### config.mk
export PLATFORM = sky130hd
export DESIGN_NAME = hllf_div_step
export DESIGN_NICKNAME = d
export VERILOG_FILES = /design/src/rtl/hllf_pkg.sv /design/src/rtl/hllf_div_step.sv
export SDC_FILE = /design/constraint.sdc
export NUM_CORES = 1
export LEC_CHECK = 0
export ABC_AREA = 1
export ABC_CLOCK_PERIOD_IN_PS = 2070
export BUFFER_PORTS_ARGS = -buffer_cell sky130_fd_sc_hd__buf_2
export CAP_MARGIN = 20
export CORE_MARGIN = 3
export CORE_UTILIZATION = 30
export CTS_CLUSTER_SIZE = 25
export DETAILED_ROUTE_END_ITERATION = 8
export HOLD_SLACK_MARGIN = 0.08
export PLACE_DENSITY = 0.56
export SYNTH_ARGS = -nofsm -noshare
export SYNTH_HDL_FRONTEND = slang
export SYNTH_SLANG_ARGS = --single-unit
### constraint.sdc
create_clock -name clk -period 2.07 [get_ports clk]
set_clock_uncertainty 0.15 [all_clocks]
set_input_delay 0.207 -clock clk [delete_from_list [all_inputs] [get_ports clk]]
set_output_delay 0.207 -clock clk [all_outputs]
set_load 0.02 [all_outputs]
### src/rtl/hllf_pkg.sv
`timescale 1ns / 1ps
// Shared constants and types for the HLL face flux pipeline.
// No dependencies; every other file of the block depends on this one.
package hllf_pkg;

  localparam int DATA_WIDTH_DEF = 32;
  localparam int FRAC_BITS_DEF  = 16;
  localparam int CFG_W          = 17;
  localparam logic [CFG_W-1:0] MIN_DEN_RESET = CFG_W'(1);

  typedef enum logic [1:0] {
    REGION_LEFT  = 2'd0,
    REGION_RIGHT = 2'd1,
    REGION_STAR  = 2'd2
  } region_t;

  // Per-word control that travels with the data down the pipe
  typedef struct packed {
    logic    star;    // result comes from the divider
    region_t region;
  } ctl_t;

endpackage

### src/rtl/hllf_div_step.sv
`timescale 1ns / 1ps
// One restoring-division step of the quotient pipe: one quotient bit a stage.
// Depends on hllf_pkg.
module hllf_div_step #(
  parameter int DATA_WIDTH = hllf_pkg::DATA_WIDTH_DEF,
  parameter int FRAC_BITS  = hllf_pkg::FRAC_BITS_DEF
) (
  input  logic                                clk,
  input  logic                                rst,
  input  logic                                en,
  input  logic                                i_valid,
  input  hllf_pkg::ctl_t                      i_ctl,
  input  logic [DATA_WIDTH-1:0]               i_bypass,
  input  logic                                i_neg,
  input  logic                                i_ovf,
  input  logic [DATA_WIDTH+FRAC_BITS-1:0]     i_r,
  input  logic [DATA_WIDTH-1:0]               i_nlow,
  input  logic [DATA_WIDTH+FRAC_BITS-1:0]     i_d,
  input  logic [DATA_WIDTH-1:0]               i_q,
  output logic                                o_valid,
  output hllf_pkg::ctl_t                      o_ctl,
  output logic [DATA_WIDTH-1:0]               o_bypass,
  output logic                                o_neg,
  output logic                                o_ovf,
  output logic [DATA_WIDTH+FRAC_BITS-1:0]     o_r,
  output logic [DATA_WIDTH-1:0]               o_nlow,
  output logic [DATA_WIDTH+FRAC_BITS-1:0]     o_d,
  output logic [DATA_WIDTH-1:0]               o_q
);
  import hllf_pkg::*;

  localparam int W   = DATA_WIDTH;
  localparam int DVW = DATA_WIDTH + FRAC_BITS;

  logic [DVW:0] trial, diff;
  logic         ge;

  // shift in the next dividend bit and try a subtract
  always_comb begin
    trial = {i_r, i_nlow[W-1]};
    diff  = trial - {1'b0, i_d};
    ge    = trial >= {1'b0, i_d};
  end

  always_ff @(posedge clk) begin
    if (rst) begin
      o_valid <= 1'b0;
    end else if (en) begin
      o_valid <= i_valid;
    end
  end

  always_ff @(posedge clk) begin
    if (en) begin
      o_ctl    <= i_ctl;
      o_bypass <= i_bypass;
      o_neg    <= i_neg;
      o_ovf    <= i_ovf;
      o_r      <= ge ? diff[DVW-1:0] : trial[DVW-1:0];
      o_nlow   <= {i_nlow[W-2:0], 1'b0};
      o_d      <= i_d;
      o_q      <= {i_q[W-2:0], ge};
    end
  end

endmodule

==> flow_summary_export.csv <==
group,metric,value,unit
global_route,grt_pass1_wl,67800,um
routing,wire_per_inst,17.9,um
yosys,async_flop_share,0,
routing,viasPerCell,4.45,
yosys,synth_edf_count,196,
setup_path,cp.required,2.15,ns
min_path,hold_class,"input pin to flip-flop",
yosys,synth_nets,1590,
clock_network,worst_skew_pair.late_latency,0.47,ns
yosys,yosysSeqAreaShare,0.530,
pwr,pwr-share-clk,0.282,
pwr,ir_drop,0.000574,V
setup_path,worst-setup-path-type,"input pin to flip-flop",
yosys,avgSynthCellArea,8.32,sq um
global_route,busiest_layer,"met2",
sta,rsz0062_at_grt,"true",
clock_network,cts_root_buffer,"clkbuf_16",
setup_path,rr_startpoint,"o_valid",
cells_and_area,drive_gt1_frac,0.338,
pwr,p_leak,9.29,nW
floorplan,die_h,199,um
pwr,p_comb_frac,0.303,
setup_path,ff2ff_path_depth,3,
floorplan,start_util,0.309,
yosys,synthTopCellsByCount,"nand2_1 (518), inv_1 (264), edfxtp_1 (196), nor2_1 (89), nand4_1 (61)",
clock_network,tritoncts,"done",
cells_and_area,final_util,0.506,
floorplan,rows,69,
min_path,min_from,"i_d[0]",
yosys,synth.distinct_cells,33,
sta,slew_violations,0,
flow_run,maxCapViolCount,0,
clock_network,htreeDepth,4,
cells_and_area,nFillCells,3441,
routing,wirelength,46700,um
cells_and_area,regArea,0.00591,sq mm
placement,dp_hpwl,35100,um
cells_and_area,nets,2381,
pwr,p_sw,3.96,mW
global_route,grt_pass1_vias,11899,
sta,fin_crit,2.01,ns
sta,max_freq,497,MHz
global_route,grt_usage,0.229,
setup_path,cp-startpoint,"i_d[39]",
global_route,use_met2,0.405,
yosys,synth_warnings,0,
yosys,yosysTopAreaCellShare,0.528,
global_route,gr-total-overflow,0,
yosys,postSynthCellCount,1340,
cells_and_area,multi_input_area,0.00453,sq mm
yosys,yosysTopAreaCell,"edfxtp_1",
clock_network,clkTransAtPathRegs,0.08,ns
floorplan,die_x,199,um
clock_network,cts_buffer_depth,2,
routing,dr.pass1.iters,5,
global_route,grt_max_degree,49,
pwr,seqPwrFrac,0.414,
floorplan,core,0.0361,sq mm
pwr,swShare,0.331,
yosys,ys.flop_type,"edfxtp_1",
cells_and_area,syn2layout_area_growth,63.9,%
routing,drt-initial-drc-count,612,
routing,drc,0,
clock_network,cts_sinks,197,
placement,gp_congestion,0.937,
pwr,p_int,8.02,mW
yosys,syn_area,0.0111,sq mm
sta,fin_crit_sh,0.972,
setup_path,worst-path-max-fanout,26,
routing,drtAntennaViolNets,0,
global_route,met3_usage,0.0449,
global_route,grt_antenna_before_repair,9,
setup_path,crit_path_end_kind,"flip-flop",
sta,finalHoldViolCount,0,
setup_path,cp-start-kind,"input pin",
clock_network,numCtsBuffers,17,
floorplan,ioPinCount,399,
yosys,yosysMostFrequentCell,"nand2_1",
outcome,run_status,"finished clean",
placement,io_buffers,396,
floorplan,dieArea,0.0395,sq mm
routing,vias,11601,
sta,setup_viol,0,
pwr,power_density,656,mW/mm^2
yosys,synthTopCellsByArea,"edfxtp_1 (53%), nand2_1 (17%), inv_1 (8.9%)",
yosys,ys_ff_latch,197,
pwr,power.total,12.0,mW
min_path,hold_depth,5,
global_route,grt.met1_usage,0.277,
sta,timing.hold.ws,0.153,ns
setup_path,crit_arrival,2.09,ns
[layout by cell type (no fill, tap or decap), types with 5 or more instances in the layout]
master         instances
nand2_1              501
edfxtp_1             196
nor2_4                 9
buf_2                395
a21oi_1               19
inv_1                261
dlygate4sd3_1        198
nand4_1               61
xor2_1                23
nor2_1                67
ha_1                  30
inv_2                 14
nand3_1               44
a21oi_2                5
nor2_2                20
ha_4                  17
buf_12                 9
buf_4                188
nand2_2               17
clkbuf_16             19
[metal layers]
metal,wire (um),up-vias
li1,-,5816
met1,19600,5321
met2,22900,369
met3,2400,83
met4,1710,12
met5,81,-
[cell families after synthesis]
logic type,count (synthesis),share of synthesized area
flip-flops,197,0.530
other,1,0.000336
AND/OR/NAND/NOR,736,0.273
adder cells (fa/ha/maj),49,0.0557
multiplexers,1,0.000898
AO/OA/AOI/OAI,32,0.0156
XOR/XNOR,25,0.0196
buffers and inverters,299,0.105
[worst max-delay path: stages]
cell	delay (ns)
buf_2	0.09
inv_1	0.04
ha_1	0.30
nand2_1	0.13
inv_1	0.07
nand2_1	0.07
nand2_1	0.10
clkinv_1	0.06
nand2_1	0.06
nand2_1	0.06
nand3_1	0.13
a21oi_4	0.25
nand3_4	0.14
buf_12	0.19
nand2_1	0.12
nand2_1	0.06
[worst paths after layout]
kind,endpoint,slack (ns)
worst max-delay path,o_r[43],0.06
worst min-delay path,o_r[0],0.15
worst max register to register,o_valid,0.79
worst min register to register,o_valid,0.90
[stage by stage]
step                      area, sq um  worst slack [ns]  cells  TNS (ns)
final                           18300            0.0586   2608         0
after global placement          15200            -0.644   2370    -24.64
after global routing            18300           -0.0382   2607   -0.0599
after CTS                       17800           0.00946   2600         0
after floorplan                 11200           0.00565   1340         0
after detailed placement        15200            -0.640   2370    -26.33
[power by group through the flow]
stage	registers (mW)	clock network (mW)	logic, mW
3_3_place_gp	5.05	0	3.18
6_report	4.96	3.38	3.63
2_1_floorplan	5.55	0	1.13
5_1_grt	5.00	3.62	3.98
4_1_cts	4.96	3.48	3.52
3_5_place_dp	5.04	0	3.20
[flip-flops by register name (all words and copies together), names as in the netlist]
signal,cells
o_ovf,1
o_bypass,32
o_q,32
o_neg,1
o_d,48
o_ctl,3
o_nlow,31
o_r,48
o_valid,1
[area by class of cell]
class                   count  area share
clock inverters            13     0.00774
flip-flops and latches    197       0.323
multi-input cells         844       0.248
repair buffers            793       0.307
clock buffers              19      0.0242
inverters                 278      0.0571
diodes                      3    0.000411
well taps                 461      0.0316
[what timing repair did]
action                                 CTS  global route
resized for setup                        4            77
endpoints found under the hold margin  202             0
gates cloned                             0             2
buffers inserted                         0             3
pin swaps                                0             2
setup endpoints to repair               46            49
hold buffers                           198             0
(Power assumes the default switching activity.)
